**src/hw/rtl/silhouette_edge_octave_counter_top_assert.svh**
```systemverilog
// Assertion macros for the silhouette edge octave counter top level
`ifndef SILHOUETTE_EDGE_OCTAVE_COUNTER_TOP_ASSERT_SVH
`define SILHOUETTE_EDGE_OCTAVE_COUNTER_TOP_ASSERT_SVH

// same-cycle implication, checked outside reset
`define SEOC_ASSERT_NOW(lbl, ante, cons, msg) \
  lbl: assert property (@(posedge clk_i) disable iff (!rst_ni) (ante) |-> (cons)) \
    else $error(msg);

// next-cycle implication, checked outside reset
`define SEOC_ASSERT_NEXT(lbl, ante, cons, msg) \
  lbl: assert property (@(posedge clk_i) disable iff (!rst_ni) (ante) |=> (cons)) \
    else $error(msg);

`endif

```
**src/hw/rtl/seoc_pkg.sv**
```systemverilog
// Shared types, constants and helpers of the silhouette edge octave counter
package seoc_pkg;

  localparam int OctaveBinsDef = 20;
  localparam int AngleCountDef = 4;
  localparam int StoredFaces   = 4;
  localparam int LowestOctave  = -4;
  localparam int CoordFracBits = 16;

  localparam int CoordW  = 32;
  localparam int CntW    = 32;
  localparam int DMagW   = 34;
  localparam int EMagW   = 33;
  localparam int CrossW  = 67;
  localparam int DiffW   = 68;
  localparam int SW      = 68;
  localparam int S2W     = 136;
  localparam int C2W     = 136;
  localparam int MulAW   = 136;
  localparam int MulBW   = 68;
  localparam int ProdW   = 200;
  localparam int LhsW    = 202;
  localparam int AngRegs = 4;
  localparam int CfgIdxW = 3;
  localparam int QueueDepth = 2;

  localparam logic [CntW-1:0] Angle0Rst = 32'd74961321;
  localparam logic [CntW-1:0] Angle1Rst = 32'd37480660;
  localparam logic [CntW-1:0] Angle2Rst = 32'd7496132;
  localparam logic [CntW-1:0] Angle3Rst = 32'd0;

  typedef enum logic [CfgIdxW-1:0] {
    CFG_RCV_X  = 3'd0,
    CFG_RCV_Y  = 3'd1,
    CFG_RCV_Z  = 3'd2,
    CFG_ANG_0  = 3'd3,
    CFG_ANG_1  = 3'd4,
    CFG_ANG_2  = 3'd5,
    CFG_ANG_3  = 3'd6
  } cfg_idx_e;

  typedef logic [AngRegs-1:0][CntW-1:0] angle_vec_t;

  typedef struct packed {
    logic                       kind;
    logic                       sil;
    logic                       skip;
    logic                       nm;
    logic [2:0][DMagW-1:0]      dmag;
    logic [2:0]                 dneg;
    logic [2:0][EMagW-1:0]      emag;
    logic [2:0]                 eneg;
    logic [6:0]                 cidx;
  } job_t;

  function automatic logic [CntW-1:0] sat_inc(input logic [CntW-1:0] v);
    sat_inc = (&v) ? v : v + 1'b1;
  endfunction

endpackage

```
**src/hw/rtl/seoc_queue.sv**
```systemverilog
// Short job queue between the front end and the back end
module seoc_queue (
  input  logic           clk_i,
  input  logic           rst_ni,
  input  logic           push_i,
  output logic           full_o,
  input  seoc_pkg::job_t data_i,
  output logic           valid_o,
  input  logic           pop_i,
  output seoc_pkg::job_t data_o
);
  import seoc_pkg::*;

  localparam int PtrW = (QueueDepth > 1) ? $clog2(QueueDepth) : 1;
  localparam int CntWq = $clog2(QueueDepth + 1);

  job_t              buf_q [QueueDepth];
  logic [PtrW-1:0]   wr_q, rd_q;
  logic [CntWq-1:0]  cnt_q;
  logic              do_push, do_pop;

  assign full_o  = cnt_q == CntWq'(QueueDepth);
  assign valid_o = cnt_q != '0;
  assign do_push = push_i && !full_o;
  assign do_pop  = pop_i && valid_o;
  assign data_o  = buf_q[rd_q];

  always_ff @(posedge clk_i) begin
    if (do_push) begin
      buf_q[wr_q] <= data_i;
    end
  end

  always_ff @(posedge clk_i or negedge rst_ni) begin
    if (!rst_ni) begin
      wr_q  <= '0;
      rd_q  <= '0;
      cnt_q <= '0;
    end else begin
      if (do_push) begin
        wr_q <= (wr_q == PtrW'(QueueDepth - 1)) ? '0 : wr_q + 1'b1;
      end
      if (do_pop) begin
        rd_q <= (rd_q == PtrW'(QueueDepth - 1)) ? '0 : rd_q + 1'b1;
      end
      if (do_push && !do_pop) begin
        cnt_q <= cnt_q + 1'b1;
      end else if (do_pop && !do_push) begin
        cnt_q <= cnt_q - 1'b1;
      end
    end
  end

endmodule

```
**config.mk**
```make
export PLATFORM = sky130hd
export DESIGN_NAME = seoc_queue
export DESIGN_NICKNAME = d
export VERILOG_FILES = /design/src/hw/rtl/silhouette_edge_octave_counter_top_assert.svh /design/src/hw/rtl/seoc_pkg.sv /design/src/hw/rtl/seoc_queue.sv
export SDC_FILE = /design/constraint.sdc
export NUM_CORES = 1
export LEC_CHECK = 0
export BUFFER_PORTS_ARGS = -buffer_cell sky130_fd_sc_hd__buf_2
export CORE_MARGIN = 2
export CORE_UTILIZATION = 55
export CTS_CLUSTER_DIAMETER = 120
export DETAILED_ROUTE_END_ITERATION = 10
export PLACE_DENSITY = 0.83
export REMOVE_ABC_BUFFERS = 1
export SYNTH_ARGS = -nofsm -noshare
export SYNTH_HDL_FRONTEND = slang
export SYNTH_SLANG_ARGS = --single-unit
```
**constraint.sdc**
```tcl
create_clock -name clk_i -period 21.4 [get_ports clk_i]
set_input_delay 3.21 -clock clk_i [delete_from_list [all_inputs] [get_ports clk_i]]
set_output_delay 3.21 -clock clk_i [all_outputs]
set_load 0.02 [all_outputs]
```
Word-level counts from Yosys, hierarchy flattened --
Memories as Yosys holds them, arrays and structs flattened. Index checks and enable logic that the tools add are counted.
Cells by class: add/sub/neg operators 4, equal/unequal tests 1, mux-type cells 6, reduce and logical (&&, ||, !) cells 9
Operators by type and width (count):
- 1-bit logical AND | 4
- 1-bit 2-to-1 mux | 4
- 2-bit 2-to-1 mux | 2
- 2-bit nonzero test | 2
- 1-bit zero test | 3
- 1-bit adder (second input constant) | 2
- 2-bit by 1-bit adder with 2-bit output (second input constant) | 1
- 2-bit equality test (second input constant) | 1
- 2-bit by 1-bit subtractor with 2-bit output (second input constant) | 1
Word-level totals: register bits after elaboration 4, RAM bits 436, bits of input ports 222, output and inout port bits 220, memories 1
Memories:
- buf_q | words 2, bits a word 218, rd ports 1, clocked after memory_dff 0, write ports 1, line seoc_queue.sv:17 | job_t buf_q [QueueDepth];

Longest topological paths before layout --
Gate-level depths: netlist (run 1).
word-level depth 7, mapped depth 7, gate-level depth less buffers 7

Worst setup path after synthesis (run 1) --
Ideal clock, no wire load.
path type input -> register, start point input port push_i, end point memory buf_q[0][0] in the netlist's numbering (enable), library setup time 800 ps, arrival time 12334 ps, path slack 8266 ps, stages on the path 2, buffers on the path 0, path through nand2_1 nor2_1
Between the ends: cells in the longest elaborated chain, start to end 3
RTL lines:
- start: declaration | line seoc_queue.sv:5 | input logic push_i,
- 1-bit logical AND | line seoc_queue.sv:24 | assign do_push = push_i && !full_o;
- 1-bit 2-to-1 mux | line seoc_queue.sv:29 | if (do_push) begin
- 1-bit 2-to-1 mux (implied by the code) | line seoc_queue.sv:30 | buf_q[wr_q] <= data_i;
- end: declaration | line seoc_queue.sv:17
Every way passes these cells.

==> impl_metrics.csv, run 1 <==
group,metric,value,unit
outcome,outcome,"complete, no violations",
global_routing,grt_pass1_wl,47880,µm
floorplanning,number_of_core_rows,62,
floorplanning,die_w,174.6,µm
detailed_routing,wire_per_inst,20.47,µm
placed_design,port-buffer-count,441,
floorplanning,floorplan.initialDensity,55.78,%
worst_hold_path,whs_endpoint,"cnt_q[1]$_DFFE_PN0P_",
clock_tree,number_of_clock_sinks,440,
worst_hold_path,min_from,"cnt_q[1]$_DFFE_PN0P_",
global_routing,initial_antenna_violation_count,10,
yosys,synthesis.yosys.warnings,0,
worst_setup_path,worst-path-max-fanout,86,
clock_tree,htree_num_levels,2,
clock_tree,cts_root_buf,"sky130_fd_sc_hd__clkbuf_16",
worst_setup_path,critical_path.reg2reg.startpoint,"cnt_q[0]$_DFFE_PN0P_",
yosys,synthTopCellsByArea,"sky130_fd_sc_hd__edfxtp_1 (82%), sky130_fd_sc_hd__mux2_2 (15%), sky130_fd_sc_hd__buf_6 (1.6%)",
detailed_routing,drc_errors_left,0,
sta,timing.fmax,158.8,MHz
worst_hold_path,worst_hold_path_type,"reg -> reg",
global_routing,grt.overflow.total,0,
power,power-per-cell-area,145.5,nW/µm²
clock_tree,insertion_delay_of_the_later_clocked_pin_in_the_worst_skew_pair,530,ps
yosys,yosys.cell_types.count,14,
sta,worst_hold_slack,507.9,ps
worst_setup_path,worstReg2RegEnd,"buf_q[0][46]$_DFFE_PP_",
power,vdd_drop_max,101.4,µV
sta,fin_setup_tns,0,ps
floorplanning,fp.dieH,174.6,µm
floorplanning,io_pins,442,
worst_setup_path,timing.setup.critical_path_class,"reg -> out",
clock_tree,cts_made_buffers,43,
clock_tree,post_cts_buffers,0,
detailed_routing,antenna_violating_nets_post_route,0,
placed_design,detailed_place_hpwl,21690,µm
detailed_routing,first_iter_violations,534,
detailed_routing,postRouteWirelength,32610,µm
worst_setup_path,critical_path.endpoint_type,"primary output",
sta,finalHoldViolCount,0,
floorplanning,die_footprint,30490,µm²
sta,timing_worst_slew_pin_value,1137,ps
yosys,netlist_instances,697,
sta,setup_repair_after_global_routing_missed_its_margin,"false",
floorplanning,core_area,28700,µm²
power,static-leakage-power,0.007470,µW
final_layout,post-route-cell-area,19930,µm²
yosys,area_fraction_of_the_dominant_cell_type_after_synthesis,81.77,%
sta,finalCriticalPeriod,6299,ps
final_layout,design.final.nets,1390,
placed_design,gp_congestion,0.7892,
worst_setup_path,timing.reg2reg.setup_slack,17850,ps
worst_hold_path,whs_path_depth,1,
sta,report.final.slew_viol_count,0,
global_routing,gr-usage-all-layers,20.69,%
sta,clock_skew,11.59,ps
global_routing,via_count_of_the_first_global_routing_pass,8754,
detailed_routing,via_per_inst,5.215,
sta,final_min_period_over_clock_period,29.43,%
final_layout,area_delta_synth_final,24.47,%
worst_setup_path,critical_path_arrival,3090,ps
yosys,synth_seq_area_share,82.39,%
final_layout,post_route_cells_drive_above_1_share,60.95,%
placed_design,detailed_place.area,18510,µm²
final_layout,mostFrequentLayoutCell,"sky130_fd_sc_hd__buf_2",
clock_tree,cts.clk_slew.worst_paths,60,ps
clock_tree,maximum_count_of_clock_buffers_along_a_single_path,3,
detailed_routing,total_vias_in_the_final_route,8307,
yosys,syn-cell-area,16010,µm²
global_routing,grt_start_max_net_pins,87,
worst_setup_path,ff2ff_path_depth,5,
flow_run,drv.max_cap_violation_count,0,
final_layout,mostFrequentLayoutCells,"sky130_fd_sc_hd__buf_2 (441), sky130_fd_sc_hd__edfxtp_1 (436), sky130_fd_sc_hd__mux2_2 (218)",
worst_setup_path,required,18190,ps
yosys,synthesis.area_per_instance,22.97,µm²
clock_tree,cts.repair.resized,0,
clock_tree,cts.hold.buffers_added,0,
worst_setup_path,critical_path.startpoint_type,"flop",
sta,slew-limit-headroom,24.22,%
yosys,ys_seq_elements,440,
detailed_routing,dr.pass1.iters,5,
yosys,synthDominantAreaCellType,"sky130_fd_sc_hd__edfxtp_1",
sta,setup_viol,0,
clock_tree,tritoncts_clock_tree,"built",
final_layout,utilization,69.44,%
layout make-up:
class                      instances  area, µm²
timing repair buffer             449       2267
clock buffer                      58       1195
clock inverter                    21      206.4
sequential                       440      13200
inverter                           2      7.507
tap                              384      480.5
multi-input combinational        231       2557
antenna                            8      20.02
fill                            1831       8772
cell usage after synthesis, drive strengths merged:
cell,count
inv,2
edfxtp,436
nand2b,1
nor2,2
xor2,2
mux2,218
buf,24
nand2,2
dfrtp,4
and3,1
ha,1
xnor2,3
or2,1
stage by stage:
| step | worst slack (ps) | std cells | total power, µW |
|---|---|---|---|
| global route | 14940 | 1593 | 3015 |
| global placement | 15240 | 1506 | 2163 |
| CTS | 15070 | 1585 | 2924 |
| detailed placement | 15250 | 1506 | 2185 |
| finish | 15100 | 1593 | 2899 |
| floorplan | 8266 | 673 | 1960 |
logic make-up (layout without fill, tap and decap cells):
family                   after synthesis  in the layout  share of synthesized area [%]
other                                  0              8                              0
adder cells (fa/ha/maj)                1              1                        0.07813
AND/OR/NAND/NOR                        7              7                         0.2111
XOR/XNOR                               5              5                         0.2736
buffers and inverters                 26            530                          1.711
flip-flops                           440            440                          82.39
multiplexers                         218            218                          15.33
per-layer routing:
metal | part of all wire (%) | vias to the layer above | global-route usage [%]
met5 | 0.067 | - | 0
met1 | 35 | 4100 | 22.22
met4 | 4.7 | 4 | 10.00
met2 | 53 | 362 | 37.20
met3 | 7.7 | 107 | 6.332
li1 | - | 3734 | -
power breakdown:
group	switching, µW	internal (µW)	leakage [µW]	total [µW]
clock network	295	440	0.000686	736
logic	575	347	0.00269	921
registers	61.7	1180	0.00410	1240
registers in the layout (all words and copies together), names as in the netlist:
signal,cells
buf_q,436
cnt_q,2
rd_q,1
wr_q,1
worst max-delay path by stage:
stage,from,endpoint,slack [ps],depth (start not counted)
after detailed placement,push_i,buf_q[0][140]$_DFFE_PP_,15250,5
after floorplan,push_i,buf_q[0][0]$_DFFE_PP_,8270,2
final,rd_q$_DFFE_PN0P_,data_o[36],15100,3
after global placement,push_i,buf_q[0][135]$_DFFE_PP_,15240,5
after CTS,rd_q$_DFFE_PN0P_,data_o[36],15070,3
after global routing,rd_q$_DFFE_PN0P_,data_o[36],14940,3
critical path: stages, from the launching register on:
cell,delay [ps]
sky130_fd_sc_hd__dfrtp_4,900
sky130_fd_sc_hd__buf_4,940
sky130_fd_sc_hd__mux2_2,460
sky130_fd_sc_hd__buf_2,170
Power figures use the tool's default switching activity.
==> run 2: changes to the inputs <==
Settings changed: CORE_UTILIZATION 55 to 52, PLACE_DENSITY 0.83 to 0.79.
Clock period 21.4 ns to 6.29 ns, I/O delays scaled along.
==> impl_metrics.csv, run 2 (same netlist as run 1, synthesis figures left out) <==
group,metric,value,unit
worst_setup_path,critical_path.endpoint_type,"primary output",
worst_setup_path,required,5350,ps
final_layout,design.final.nets,1390,
floorplanning,die_w,179.5,µm
detailed_routing,dr.pass1.iters,7,
detailed_routing,drc_errors_left,0,
global_routing,grt_start_max_net_pins,116,
clock_tree,htree_num_levels,2,
clock_tree,tritoncts_clock_tree,"built",
sta,finalHoldViolCount,0,
placed_design,detailed_place.area,18550,µm²
sta,finalCriticalPeriod,3644,ps
final_layout,multi_input_area,2557,µm²
clock_tree,cts_made_buffers,44,
worst_setup_path,critical_path_arrival,2700,ps
floorplanning,fp.dieH,179.5,µm
floorplanning,floorplan.initialDensity,52.62,%
detailed_routing,wire_per_inst,20.02,µm
placed_design,gp_congestion,0.8005,
placed_design,numPlacedInstances,1517,
worst_hold_path,worst_hold_path_type,"in -> async",
sta,setup_viol,0,
global_routing,grt_pass1_wl,48540,µm
clock_tree,cts.repair.resized,0,
worst_setup_path,worst-path-max-fanout,72,
placed_design,detailed_place_hpwl,21810,µm
global_routing,grt.overflow.total,0,
clock_tree,cts.clk_slew.worst_paths,60,ps
sta,final_min_period_over_clock_period,57.94,%
final_layout,largest_register,"buf_q",
clock_tree,cts.hold.buffers_added,0,
clock_tree,insertion_delay_of_the_later_clocked_pin_in_the_worst_skew_pair,520,ps
placed_design,dp_slack,3193,ps
sta,clock_skew,19.45,ps
sta,slew-limit-headroom,39.18,%
worst_setup_path,critical_path.startpoint_type,"flop",
global_routing,gr-usage-all-layers,19.36,%
floorplanning,core_area,30430,µm²
power,static-leakage-power,0.007456,µW
power,vdd_drop_max,471.5,µV
clock_tree,cts_root_buf,"sky130_fd_sc_hd__clkbuf_16",
clock_tree,maximum_count_of_clock_buffers_along_a_single_path,3,
final_layout,post_route_cells_drive_above_1_share,60.78,%
floorplanning,io_pins,442,
clock_tree,post_cts_buffers,0,
final_layout,nFillCells,2060,
floorplanning,number_of_core_rows,64,
final_layout,ff_latch_area,13200,µm²
worst_setup_path,timing.setup.critical_path_class,"reg -> out",
final_layout,post-route-cell-area,19920,µm²
global_routing,initial_antenna_violation_count,10,
sta,layout_setup_ws,2646,ps
detailed_routing,postRouteWirelength,32140,µm
sta,report.final.slew_viol_count,0,
detailed_routing,first_iter_violations,532,
worst_setup_path,crit_slowest_cell,"sky130_fd_sc_hd__buf_4",
worst_setup_path,critical_path.cell_chain,"buf_4 > mux2_2 > buf_2",
clock_tree,number_of_clock_sinks,440,
final_layout,area_delta_synth_final,24.40,%
sta,setup_repair_after_global_routing_missed_its_margin,"false",
detailed_routing,via_per_inst,5.145,
floorplanning,die_footprint,32210,µm²
final_layout,mostFrequentLayoutCell,"sky130_fd_sc_hd__buf_2",
final_layout,final_cell_count_no_fill,1605,
global_routing,via_count_of_the_first_global_routing_pass,8798,
flow_run,drv.max_cap_violation_count,0,
power,power-per-cell-area,490.0,nW/µm²
outcome,outcome,"complete, no violations",
final_layout,largestRegisters,"buf_q: 436 flops, cnt_q: 2 flops",
sta,timing_worst_slew_pin_value,912.3,ps
sta,timing.fmax,274.4,MHz
worst_setup_path,cp_slowest_stage_delay,740,ps
placed_design,port-buffer-count,441,
final_layout,mostFrequentLayoutCells,"sky130_fd_sc_hd__buf_2 (441), sky130_fd_sc_hd__edfxtp_1 (436), sky130_fd_sc_hd__mux2_2 (218)",
detailed_routing,antenna_violating_nets_post_route,0,
detailed_routing,total_vias_in_the_final_route,8257,
final_layout,largest_register_ff_count,436,
-- run 2: cell types whose count changed in the layout (fill, tap and decap cells not counted) --
cell | before | now
sky130_fd_sc_hd__clkinvlp_4 | 1 | 0
sky130_fd_sc_hd__clkinv_1 | 7 | 13
sky130_fd_sc_hd__buf_4 | 8 | 4
sky130_fd_sc_hd__clkinv_8 | 0 | 1
sky130_fd_sc_hd__buf_12 | 0 | 3
sky130_fd_sc_hd__bufinv_16 | 4 | 2
sky130_fd_sc_hd__clkinv_2 | 7 | 10
sky130_fd_sc_hd__clkbuf_8 | 2 | 0
sky130_fd_sc_hd__clkbuf_1 | 11 | 7
-- run 2: path summary, 6_finish.rpt --
check                      slack [ps]  cells past startpoint                       to                  from
setup / recovery                 2650                      3              data_o[167]      rd_q$_DFFE_PN0P_
hold / removal                    250                      1         wr_q$_DFFE_PN0P_                rst_ni
setup reg to reg                 3560                      5  buf_q[0][150]$_DFFE_PP_  cnt_q[0]$_DFFE_PN0P_
hold reg to reg                   500                      1     cnt_q[1]$_DFFE_PN0P_  cnt_q[1]$_DFFE_PN0P_
max in group asynchronous        5860                      1         rd_q$_DFFE_PN0P_                rst_ni
min in group clk_i                500                      1     cnt_q[1]$_DFFE_PN0P_  cnt_q[1]$_DFFE_PN0P_
-- run 2: layer usage --
| layer | routed length (µm) | vias up | GRT usage [%] |
|---|---|---|---|
| met5 | 23 | - | 0 |
| met3 | 2773 | 86 | 6.625 |
| met1 | 11660 | 4053 | 21.74 |
| met4 | 1190 | 4 | 8.585 |
| met2 | 16490 | 365 | 33.53 |
| li1 | - | 3749 | - |
-- run 2: layout make-up --
cell class              instances  area share [%]
clock buffers                  52           5.785
inverters                       2         0.03769
repair buffers                448           11.53
multi-input cells             231           12.84
well taps                     396           2.487
flip-flops and latches        440           66.25
clock inverters                28          0.9673
diodes                          8          0.1005
-- run 2: stage by stage --
stage	power [µW]	TNS, ps	hold WS (ps)	util (%)
finish	9760	0	253.0	65.46
global route	10170	0	230.5	65.45
CTS	9851	0	237.8	65.39
detailed placement	7424	0	484.2	60.97
global placement	7352	0	478.0	60.97
floorplan	6667	-1106630	455.9	-
-- run 2: critical path: cells and delay by family, from the launching register on --
kind / cells / cell delay [ps]
flip-flops: 1 / 730
multiplexers: 1 / 430
buffers and inverters: 2 / 900
-- run 2: report_power, final --
part | leakage (µW) | switching (µW) | internal, µW
logic | 0.00269 | 1950 | 1190
registers | 0.00410 | 190 | 4010
clock network | 0.000666 | 1020 | 1390
total | 0.00746 | 3160 | 6600
