File: src/hw/rtl/silhouette_edge_octave_counter_top_assert.svh
// Assertion macros for the silhouette edge octave counter top level
`ifndef SILHOUETTE_EDGE_OCTAVE_COUNTER_TOP_ASSERT_SVH
`define SILHOUETTE_EDGE_OCTAVE_COUNTER_TOP_ASSERT_SVH

// same-cycle implication, checked outside reset
`define SEOC_ASSERT_NOW(lbl, ante, cons, msg) \
  lbl: assert property (@(posedge clk_i) disable iff (!rst_ni) (ante) |-> (cons)) \
    else $error(msg);

// next-cycle implication, checked outside reset
`define SEOC_ASSERT_NEXT(lbl, ante, cons, msg) \
  lbl: assert property (@(posedge clk_i) disable iff (!rst_ni) (ante) |=> (cons)) \
    else $error(msg);

`endif

File: src/hw/rtl/seoc_pkg.sv
// Shared types, constants and helpers of the silhouette edge octave counter
package seoc_pkg;

  localparam int OctaveBinsDef = 20;
  localparam int AngleCountDef = 4;
  localparam int StoredFaces   = 4;
  localparam int LowestOctave  = -4;
  localparam int CoordFracBits = 16;

  localparam int CoordW  = 32;
  localparam int CntW    = 32;
  localparam int DMagW   = 34;
  localparam int EMagW   = 33;
  localparam int CrossW  = 67;
  localparam int DiffW   = 68;
  localparam int SW      = 68;
  localparam int S2W     = 136;
  localparam int C2W     = 136;
  localparam int MulAW   = 136;
  localparam int MulBW   = 68;
  localparam int ProdW   = 200;
  localparam int LhsW    = 202;
  localparam int AngRegs = 4;
  localparam int CfgIdxW = 3;
  localparam int QueueDepth = 2;

  localparam logic [CntW-1:0] Angle0Rst = 32'd74961321;
  localparam logic [CntW-1:0] Angle1Rst = 32'd37480660;
  localparam logic [CntW-1:0] Angle2Rst = 32'd7496132;
  localparam logic [CntW-1:0] Angle3Rst = 32'd0;

  typedef enum logic [CfgIdxW-1:0] {
    CFG_RCV_X  = 3'd0,
    CFG_RCV_Y  = 3'd1,
    CFG_RCV_Z  = 3'd2,
    CFG_ANG_0  = 3'd3,
    CFG_ANG_1  = 3'd4,
    CFG_ANG_2  = 3'd5,
    CFG_ANG_3  = 3'd6
  } cfg_idx_e;

  typedef logic [AngRegs-1:0][CntW-1:0] angle_vec_t;

  typedef struct packed {
    logic                       kind;
    logic                       sil;
    logic                       skip;
    logic                       nm;
    logic [2:0][DMagW-1:0]      dmag;
    logic [2:0]                 dneg;
    logic [2:0][EMagW-1:0]      emag;
    logic [2:0]                 eneg;
    logic [6:0]                 cidx;
  } job_t;

  function automatic logic [CntW-1:0] sat_inc(input logic [CntW-1:0] v);
    sat_inc = (&v) ? v : v + 1'b1;
  endfunction

endpackage

File: src/hw/rtl/seoc_front.sv
// Front end: classifies an edge and forms the receiver and edge vectors
module seoc_front (
  input  logic                            kind_i,
  input  logic signed [31:0]              end_a_x_i,
  input  logic signed [31:0]              end_a_y_i,
  input  logic signed [31:0]              end_a_z_i,
  input  logic signed [31:0]              end_b_x_i,
  input  logic signed [31:0]              end_b_y_i,
  input  logic signed [31:0]              end_b_z_i,
  input  logic [7:0]                      face_count_i,
  input  logic [3:0]                      face_front_i,
  input  logic [6:0]                      counter_index_i,
  input  logic signed [31:0]              rcv_x_i,
  input  logic signed [31:0]              rcv_y_i,
  input  logic signed [31:0]              rcv_z_i,
  output seoc_pkg::job_t                  job_o
);
  import seoc_pkg::*;

  logic [CoordW-1:0]        pa [3];
  logic [CoordW-1:0]        pb [3];
  logic [CoordW-1:0]        pr [3];
  logic [34:0]              d  [3];
  logic [34:0]              nd [3];
  logic [33:0]              e  [3];
  logic [33:0]              ne [3];
  logic [StoredFaces+3:0]   ffw;
  logic [StoredFaces-1:0]   ffx;
  logic [StoredFaces-1:0]   sm;
  logic [StoredFaces-1:0]   fsel;
  logic                     dzero;

  assign pa[0] = end_a_x_i;
  assign pa[1] = end_a_y_i;
  assign pa[2] = end_a_z_i;
  assign pb[0] = end_b_x_i;
  assign pb[1] = end_b_y_i;
  assign pb[2] = end_b_z_i;
  assign pr[0] = rcv_x_i;
  assign pr[1] = rcv_y_i;
  assign pr[2] = rcv_z_i;

  always_comb begin
    for (int i = 0; i < 3; i++) begin
      d[i]  = {{2{pr[i][31]}}, pr[i], 1'b0} - {{3{pa[i][31]}}, pa[i]}
              - {{3{pb[i][31]}}, pb[i]};
      nd[i] = 35'd0 - d[i];
      e[i]  = {{2{pb[i][31]}}, pb[i]} - {{2{pa[i][31]}}, pa[i]};
      ne[i] = 34'd0 - e[i];
    end
  end

  assign ffw = {{StoredFaces{1'b0}}, face_front_i};
  assign ffx = ffw[StoredFaces-1:0];

  always_comb begin
    for (int i = 0; i < StoredFaces; i++) begin
      sm[i] = face_count_i > 8'(i);
    end
  end

  assign fsel  = ffx & sm;
  assign dzero = (d[0] == '0) && (d[1] == '0) && (d[2] == '0);

  always_comb begin
    job_o      = '0;
    job_o.kind = kind_i;
    job_o.cidx = counter_index_i;
    job_o.sil  = (face_count_i >= 8'd2) && (fsel != '0) && (fsel != sm);
    job_o.skip = job_o.sil && dzero;
    job_o.nm   = face_count_i > 8'd2;
    for (int i = 0; i < 3; i++) begin
      job_o.dneg[i] = d[i][34];
      job_o.dmag[i] = d[i][34] ? nd[i][DMagW-1:0] : d[i][DMagW-1:0];
      job_o.eneg[i] = e[i][33];
      job_o.emag[i] = e[i][33] ? ne[i][EMagW-1:0] : e[i][EMagW-1:0];
    end
  end

endmodule

File: config.mk
export PLATFORM = sky130hd
export DESIGN_NAME = seoc_front
export DESIGN_NICKNAME = d
export VERILOG_FILES = /design/src/hw/rtl/silhouette_edge_octave_counter_top_assert.svh /design/src/hw/rtl/seoc_pkg.sv /design/src/hw/rtl/seoc_front.sv
export SDC_FILE = /design/constraint.sdc
export NUM_CORES = 1
export LEC_CHECK = 0
export ABC_CLOCK_PERIOD_IN_PS = 6500
export BUFFER_PORTS_ARGS = -buffer_cell sky130_fd_sc_hd__buf_2
export CAP_MARGIN = 25
export CORE_MARGIN = 5
export CORE_UTILIZATION = 40
export DETAILED_ROUTE_END_ITERATION = 8
export GPL_ROUTABILITY_DRIVEN = 0
export GPL_TIMING_DRIVEN = 0
export MAX_ROUTING_LAYER = met4
export PLACE_DENSITY_LB_ADDON = 0.2
export SLEW_MARGIN = 30
export SYNTH_ARGS = -nofsm -noshare
export SYNTH_HDL_FRONTEND = slang
export SYNTH_SLANG_ARGS = --single-unit
File: constraint.sdc
create_clock -name vclk -period 6.5
set_input_delay 1.3 -clock vclk [all_inputs]
set_output_delay 1.3 -clock vclk [all_outputs]
set_load 0.02 [all_outputs]
# Word-level counts from Yosys, hierarchy flattened
# Cells that the tools add are included.
op_classes:
  addsub: 15
  order_cmp: 5
  n_eq_ne: 1
  mux: 6
  bitwise_logic: 1
  reduce_logical: 9
op_table:
  columns: ["cell", "n"]
  rows:
  - ["$logic_not A35 Y1", 3]
  - ["$sub A34 B32 Y35", 3]
  - ["$mux W34", 3]
  - ["$sub A1 B34 Y34 const A", 3]
  - ["$sub A33 B32 Y34", 3]
  - ["$mux W33", 3]
  - ["$sub A1 B33 Y33 const A", 3]
  - ["$sub A32 B32 Y33", 3]
  - ["$gt A8 B1 Y1 const B", 2]
  - ["$gt A8 B2 Y1 const B", 2]
  - ["$ge A8 B2 Y1 const B", 1]
  - ["$logic_and A1 B1 Y1", 5]
  - ["$and A4 B4 Y4", 1]
  - ["$ne A4 B4 Y1", 1]
  - ["$reduce_bool A4 Y1", 1]
totals:
  register_bits: 0
  out_inout_bits: 218
  word_cells: 37

# Longest topological paths before layout
# Gate-level depths: netlist of run 1.
logic_depth:
  depth_word: 6
  mapped_depth: 18

# Worst setup path after synthesis of run 1
# No wires, ideal clock.
synth_timing:
  path_kind: "input to output"
  start: "in end_b_y_i[0]"
  end: "out job_o[166] in the netlist's numbering"
  arrival_time_ns: 5.495
  required_ns: 5.200
  setup_slack_ns: -0.295
  path_stages: 18
  n_path_buf: 1
  cell_sequence: "inv_1 ha_1 inv_1 ha_1 or2_2 fa_1 a21o_1 a311o_1 a21oi_1 a21oi_1 o41ai_1 nor3_1 a2111oi_0 mux2i_1 inv_1 buf_2 o31ai_1 xnor2_1"
synth_rtl:
  columns: ["element", "line", "text"]
  rows:
  - ["start: declaration", "seoc_front.sv:8", "input logic signed [31:0] end_b_y_i,"]
  - ["end: declaration", "seoc_front.sv:16", "output seoc_pkg::job_t job_o"]

==> flow_metrics.tcl, run 1 <==
set metrics [dict create \
    synthesis.area_um2 20100 \
    route.vias.total 22600 \
    start_util 0.402 \
    violations "negative setup slack" \
    max_stage_delay_ns 0.41 \
    grt_pass1_wl_mm 111 \
    syn_inst 2829 \
    die_w_um 234 \
    cp.required_ns 5.20 \
    synth_nets 3537 \
    critical_path_buf_inv_count 5 \
    ioPinCount 526 \
    rsz0062_at_grt "yes" \
    layout-drive-gt1-share 0.284 \
    cts_hold_buf 0 \
    period_share 1.02 \
    wl_met3_mm 5.52 \
    dp_hpwl_mm 63.9 \
    grt_usage 0.253 \
    critical_path.max_fanout 4 \
    routed_wl_mm 75.1 \
    status "finished with violations" \
    grt_max_degree 14 \
    nClkBuffers 0 \
    syn_to_final_growth_pct 30.6 \
    die_area_um2 54800 \
    cp-startpoint "end_b_y_i[0]" \
    critPathSlowestCell "or3_4" \
    synth_seq_area_share 0 \
    vias_per_cell 5.54 \
    wl_met2_mm 36.1 \
    cpLargestDelayFamily "simple AND/OR/NAND/NOR gates" \
    slew_viol_final 0 \
    antenna_left 0 \
    yosysWarningCount 0 \
    critical_path.cell_chain "buf_6, inv_4, ha_4, inv_4, ha_4, or2_4, fa_2, a21o_4, a311oi_4, buf_4, o31ai_4, xor2_2, a2111oi_4, nand4_1, nor3_2, nand2_2, or3_4, o31ai_4, xnor2_2, buf_6" \
    worstSetupEndpointType "primary output" \
    criticalPathCategory "primary input to primary output" \
    post_drt_wl_per_cell_um 18.4 \
    hp-start "counter_index_i[6]" \
    cap_violations 0 \
    drc 0 \
    cp-start-kind "primary input" \
    antenna_found_initial 1 \
    setup_viol 10 \
    worst_slew_pin_slew_ns 0.780 \
    fillers 5008 \
    fin_ws_ns -0.130 \
    synth_cell_types 95 \
    die_h_um 234 \
    fmax_mhz 151 \
    critical_path_arrival_ns 5.33 \
    dp_slack_ns -1.09 \
    row_count 82 \
    nets 4124 \
    hold_violations 0 \
    period_minus_slack_ns 6.63 \
    slew_headroom 0.476 \
    multi_input_area_um2 20300 \
    final_util 0.525 \
    highest_layer "met4" \
    overflow 0 \
    syn_avg_cell_area_um2 7.10 \
    firstDrtPassIters 6 \
    grt_pass1_vias 21100 \
    seq_cells 0 \
    core_area_um2 50000 \
    wl_met1_mm 31.5 \
    io_buffers 518 \
    seq_area_um2 0 \
    drt_iter0_markers 1328 \
    min_path_type "primary input to primary output" \
]
[per-stage QoR]
step                hold slack (ns)  TNS, ns  cell area (um^2)  instances
CTS                            2.82   -0.165             24500       4027
global placement               2.82   -88.90             23600       4019
global route                   2.83    -5.33             26300       4086
floorplan                      2.71        0             20200       2829
finish                         2.82   -0.800             26300       4087
detailed placement             2.82   -89.96             23600       4019
[kinds of logic (layout without fill, tap and decap cells)]
family | count (synthesis) | after routing | synth area share
AO/OA/AOI/OAI | 804 | 804 | 0.262
XOR/XNOR | 332 | 332 | 0.145
adder cells (fa/ha/maj) | 400 | 400 | 0.286
buffers and inverters | 416 | 1001 | 0.0799
multiplexers | 15 | 15 | 0.00778
other | 0 | 1 | 0
AND/OR/NAND/NOR | 862 | 862 | 0.220
[cells in the mapped netlist (all sizes together), types with 21 or more instances]
master	count	share of area
nand2b	32	0.010
xnor2	225	0.098
nor2b	37	0.012
a21oi	270	0.067
fa	99	0.099
o21bai	31	0.012
clkbuf	73	0.014
o21a	23	0.0086
a211oi	27	0.011
nand3	70	0.018
xor2	107	0.047
or2	22	0.0068
inv	325	0.061
nor2	223	0.042
nor4	44	0.016
o21ai	133	0.033
a31oi	41	0.013
o211ai	29	0.011
nor3	77	0.020
a21o	61	0.023
and2	28	0.0088
or3	21	0.0065
nand2	173	0.032
and3	32	0.010
o31ai	48	0.018
ha	301	0.19
nand4	43	0.013
[worst paths after layout]
check,cells past startpoint,end
hold / removal,2,job_o[6]
setup / recovery,20,job_o[175]
[layer usage]
layer,up-vias,track usage
li1,11100,-
met1,10700,0.319
met3,94,0.0409
met4,0,0.0455
met5,-,-
met2,726,0.435
[layout by cell type (no fill, tap or decap), drive strengths merged, types with 8 or more instances in the layout]
cell / instances
a2111oi: 16
a211o: 9
a211oi: 27
a21boi: 12
a21o: 61
a21oi: 270
a311oi: 11
a31oi: 41
and2: 28
and3: 32
and4: 8
buf: 635
clkbuf: 41
fa: 99
ha: 301
inv: 324
mux2i: 10
nand2: 173
nand2b: 32
nand3: 70
nand4: 43
nor2: 223
nor2b: 37
nor3: 77
nor3b: 11
nor4: 44
o211ai: 29
o21a: 23
o21ai: 133
o21bai: 31
o31ai: 48
o41ai: 9
or2: 22
or3: 21
or4: 14
xnor2: 225
xor2: 107
[final cells by class]
| cell class | instances | area share |
|---|---|---|
| antenna | 1 | 0.0000953 |
| buffer | 65 | 0.0137 |
| timing repair buffer | 611 | 0.133 |
| inverter | 325 | 0.0470 |
| multi-input combinational | 2413 | 0.774 |
| tap | 672 | 0.0320 |
[what timing repair did]
item	4_1_cts	5_1_grt
gates cloned	0	2
endpoints found under the hold margin	0	0
setup endpoints to repair	196	171
gates resized for setup	185	308
pin swaps	49	116
buffers inserted	27	64
==> run 2, diff against run 1 <==
--- a/config.mk
+++ b/config.mk
@@ -5,7 +5,7 @@
 export SDC_FILE = /design/constraint.sdc
 export NUM_CORES = 1
 export LEC_CHECK = 0
-export ABC_CLOCK_PERIOD_IN_PS = 6500
+export ABC_CLOCK_PERIOD_IN_PS = 6600
 export BUFFER_PORTS_ARGS = -buffer_cell sky130_fd_sc_hd__buf_2
 export CAP_MARGIN = 25
 export CORE_MARGIN = 5
==> constraint.sdc (replaced) <==
create_clock -name vclk -period 6.6
set_input_delay 1.32 -clock vclk [all_inputs]
set_output_delay 1.32 -clock vclk [all_outputs]
set_load 0.02 [all_outputs]
==> run 2 against run 1 <==
Compared with the run above: the run still ends with negative setup slack left; routed wire length shrank 1.5%; via count shrank 1.5%; non-clock buffer count shrank 30; final cell count shrank 0.73%; sequential share of layout area is the same; clock-buffer cell count is the same; first-iteration DRC count shrank 18%; critical path depth shrank 1; design area shrank 1.8%; highest routed layer unchanged.
==> flow_metrics.tcl, run 2 (synthesis gave the netlist of run 1 again) <==
set metrics [dict create \
    critical_path.max_fanout 3 \
    period_minus_slack_ns 6.66 \
    cap_violations 0 \
    internal_power_mw 2.37 \
    status "finished with violations" \
    firstDrtPassIters 5 \
    drt_iter0_markers 1084 \
    clkPwrFrac 0 \
    core_area_um2 50000 \
    p_total_mw 6.42 \
    p_sw_mw 4.05 \
    critical_path_arrival_ns 5.34 \
    cp-start-kind "primary input" \
    dp_hpwl_mm 64.2 \
    seq_cells 0 \
    switching_share 0.631 \
    min_path_type "primary input to primary output" \
    worstSetupEndpointType "primary output" \
    final_cell_mix "buf_2, inv_1, ha_1" \
    final_common_cell "buf_2" \
    fmax_mhz 150 \
    syn_to_final_growth_pct 28.2 \
    routed_wl_mm 73.9 \
    seq_area_um2 0 \
    hold_depth 2 \
    stdcell_count 4057 \
    use_met3 0.0311 \
    nClkBuffers 0 \
    busiest_layer "met2" \
    vias_per_cell 5.50 \
    worstSetupEndpoint "job_o[176]" \
    grt_max_degree 11 \
    antenna_found_initial 1 \
    p_comb_frac 1.000 \
    row_count 82 \
    hold_violations 0 \
    overflow 0 \
    met2_usage 0.433 \
    drc 0 \
    slew_viol_final 0 \
    post_drt_wl_per_cell_um 18.2 \
    cp.required_ns 5.28 \
    start_util 0.402 \
    slew_headroom 0.472 \
    criticalPathCategory "primary input to primary output" \
    route.vias.total 22300 \
    cp-startpoint "end_b_y_i[0]" \
    powerDensity_nw_per_um2 249 \
    die_area_um2 54800 \
    grt_pass1_vias 21300 \
    ioPinCount 526 \
    dp_slack_ns -1.19 \
    period_share 1.01 \
    dp.cells 4019 \
    fin_ws_ns -0.0611 \
    setup_viol 5 \
    leakage_nw 12.0 \
    rsz0062_at_grt "yes" \
    peakVddDrop_uv 123 \
    io_buffers 518 \
    die_h_um 234 \
    violations "negative setup slack" \
    grt_usage 0.255 \
    worst_slew_pin_slew_ns 0.786 \
    nets 4094 \
    antenna_left 0 \
    die_w_um 234 \
    seqPwrFrac 0 \
    layout-drive-gt1-share 0.268 \
    met1_usage 0.330 \
    grt_pass1_wl_mm 112 \
]
==> run 2: final cells by class <==
| cell class | instances | area [um^2] |
|---|---|---|
| Timing Repair Buffer | 577 | 3180 |
| Tap cell | 672 | 841 |
| Antenna cell | 1 | 2.50 |
| Fill cell | 5056 | 24200 |
| Buffer | 69 | 388 |
| Multi-Input combinational cell | 2413 | 20100 |
| Inverter | 325 | 1230 |
==> run 2: what timing repair did <==
action,4_1_cts,5_1_grt
hold buffers,0,0
resized for setup,160,271
pin swaps,29,65
setup endpoints to repair,185,166
buffers inserted,29,30
==> run 2: worst max-delay path, stage by stage <==
cell and delay (ns):
buf_6 0.07, inv_4 0.03, ha_4 0.28, inv_4 0.04, ha_4 0.15, or2_4 0.23, fa_2 0.38, a21o_4 0.23
a311oi_4 0.38, o31ai_2 0.13, xor2_1 0.21, a2111oi_4 0.33, nand4_1 0.22, nor3_2 0.24, buf_4 0.17, nand4_1 0.20
o31ai_2 0.34, xor2_1 0.20, buf_4 0.18
==> run 2: how the worst min path moves through the flow <==
stage | from | endpoint | slack (ns)
CTS | counter_index_i[5] | job_o[5] | 2.86
global route | counter_index_i[6] | job_o[6] | 2.87
global placement | counter_index_i[5] | job_o[5] | 2.86
detailed placement | counter_index_i[5] | job_o[5] | 2.86
finish | counter_index_i[5] | job_o[5] | 2.86
floorplan | counter_index_i[0] | job_o[0] | 2.75
==> run 2: stage by stage <==
| step | utilization | TNS [ns] | hold WS [ns] | area [um^2] |
|---|---|---|---|---|
| 2_1_floorplan | - | 0 | 2.75 | 20100 |
| 3_3_place_gp | 0.472 | -74.48 | 2.86 | 23600 |
| 3_5_place_dp | 0.472 | -73.96 | 2.86 | 23600 |
| 4_1_cts | 0.488 | -0.366 | 2.86 | 24400 |
| 5_1_grt | 0.516 | -2.11 | 2.87 | 25800 |
| 6_report | 0.516 | -0.134 | 2.86 | 25800 |
==> run 2: power groups by stage <==
stage	sequential, mW	clock [mW]	combinational (mW)
after global placement	0	0	5.69
after detailed placement	0	0	5.69
after floorplan	0	0	3.87
final	0	0.0000000203	6.42
after CTS	0	0	5.96
after global routing	0	0.0000000203	6.91
==> run 2: layer usage <==
layer | routed length (um) | part of all wire
met4 | 1590 | 0.021
met1 | 31900 | 0.43
met5 | 0 | 0
met2 | 35300 | 0.48
met3 | 5130 | 0.069
Power figures use the tool's default switching activity.
==> run 3, diff against run 2 <==
--- a/config.mk
+++ b/config.mk
@@ -13,7 +13,6 @@
 export DETAILED_ROUTE_END_ITERATION = 8
 export GPL_ROUTABILITY_DRIVEN = 0
 export GPL_TIMING_DRIVEN = 0
-export MAX_ROUTING_LAYER = met4
 export PLACE_DENSITY_LB_ADDON = 0.2
 export SLEW_MARGIN = 30
 export SYNTH_ARGS = -nofsm -noshare
==> run 3 against run 2 <==
Compared with the run above: the run still ends with negative setup slack left; combinational power about the same; routed wire length about the same; first-iteration DRC count up 4.1%; critical path type unchanged; final cell count up 0.12%; global-route usage down 0.71 points.
==> flow_metrics.tcl, run 3 (synthesis gave the netlist of run 1 again) <==
set metrics [dict create \
    holdPathEnd "job_o[5]" \
    worstSetupEndpointType "primary output" \
    die_w_um 234 \
    antenna_found_initial 2 \
    internal_power_mw 2.38 \
    clkPwrFrac 0 \
    grt_pass1_wl_mm 112 \
    p_sw_mw 4.05 \
    fin_ws_ns -0.0559 \
    period_share 1.01 \
    routed_wl_mm 74.0 \
    hp-start "counter_index_i[5]" \
    antenna_left 0 \
    io_buffers 518 \
    grt_max_degree 11 \
    final_cell_mix "buf_2, inv_1, ha_1" \
    critical_path.max_fanout 5 \
    slew_viol_final 0 \
    fmax_mhz 150 \
    start_util 0.402 \
    p_comb_frac 1.000 \
    die_area_um2 54800 \
    rsz0062_at_grt "yes" \
    layout-drive-gt1-share 0.269 \
    cts_hold_buf 0 \
    seq_cells 0 \
    cp.required_ns 5.28 \
    whs_ns 2.86 \
    cp-start-kind "primary input" \
    nets 4099 \
    core_area_um2 50000 \
    fillers 5072 \
    overflow 0 \
    switching_share 0.630 \
    max_stage_delay_ns 0.41 \
    firstDrtPassIters 9 \
    peakVddDrop_uv 125 \
    die_h_um 234 \
    worst_slew_pin_slew_ns 0.804 \
    ioPinCount 526 \
    slew_headroom 0.460 \
    final_common_cell "buf_2" \
    powerDensity_nw_per_um2 250 \
    period_minus_slack_ns 6.66 \
    cp-startpoint "end_b_y_i[0]" \
    hold_depth 2 \
    criticalPathCategory "primary input to primary output" \
    critical_path.cell_chain "buf_6, inv_4, ha_4, inv_4, ha_4, or2_4, fa_2, a21o_4, a311o_1, and2_1, or3_1, a22oi_2, nand4_1, nor3_2, nand2_2, or3_4, o31ai_4, xnor2_2, buf_6" \
    status "finished with violations" \
    hold_violations 0 \
    fin_setup_tns_ns -0.0875 \
    p_total_mw 6.44 \
    critPathSlowestCell "or3_4" \
    row_count 82 \
    drt_iter0_markers 1128 \
    syn_to_final_growth_pct 28.3 \
    grt_usage 0.248 \
    route.vias.total 22400 \
    grt_pass1_vias 21300 \
    min_path_type "primary input to primary output" \
    cap_violations 0 \
    seq_area_um2 0 \
    violations "negative setup slack" \
    multi_input_area_um2 20100 \
    dp_hpwl_mm 64.2 \
    leakage_nw 12.1 \
    vias_per_cell 5.52 \
    setup_viol 2 \
    nClkBuffers 0 \
    seqPwrFrac 0 \
    drc 0 \
    critical_path_arrival_ns 5.34 \
    post_drt_wl_per_cell_um 18.2 \
]
==> run 3: what timing repair did <==
action	in CTS	in global routing
setup endpoints to repair	185	161
buffers inserted	29	34
pin swaps	29	62
gates resized for setup	160	268
cloned	0	1
==> run 3: power by group through the flow <==
stage | Combinational [mW] | Clock [mW] | Sequential, mW
after floorplan | 3.87 | 0 | 0
after CTS | 5.96 | 0 | 0
after global routing | 6.93 | 0.0000000203 | 0
final | 6.44 | 0.0000000203 | 0
after detailed placement | 5.69 | 0 | 0
after global placement | 5.69 | 0 | 0
==> run 3: critical path: cells and delay by family <==
family	cells	cell delay (ns)
AO/OA/AOI/OAI	4	0.99
AND/OR/NAND/NOR	7	1.73
XOR/XNOR	1	0.16
buffers and inverters	4	0.31
adder cells (fa/ha/maj)	3	0.81
==> run 3: layer usage <==
layer  GRT usage  vias up  share of wire
li1            -    11100              -
met4      0.0481        0          0.023
met3      0.0345       80          0.073
met2       0.432      738           0.48
met1       0.329    10600           0.43
met5           0        -              0
==> run 3: area by class of cell <==
type,instances,share of cell area
buffer,69,0.0150
tap,672,0.0326
multi-input combinational,2413,0.779
timing repair buffer,582,0.125
antenna,1,0.0000970
inverter,325,0.0478
==> run 3: how the worst max path moves through the flow <==
stage | to | slack, ns | cells after the start
after global placement | job_o[176] | -1.16 | 17
after detailed placement | job_o[176] | -1.19 | 17
after floorplan | job_o[175] | 0.001 | 17
after global routing | job_o[175] | -0.25 | 19
final | job_o[175] | -0.06 | 19
after CTS | job_o[175] | -0.11 | 19
==> run 3: through the flow <==
stage	setup slack [ns]	utilization	area (um^2)	instances
2_1_floorplan	0.00103	-	20100	2829
5_1_grt	-0.247	0.516	25800	4062
4_1_cts	-0.106	0.488	24400	4033
3_5_place_dp	-1.19	0.472	23600	4019
3_3_place_gp	-1.16	0.472	23600	4019
6_report	-0.0559	0.516	25800	4062
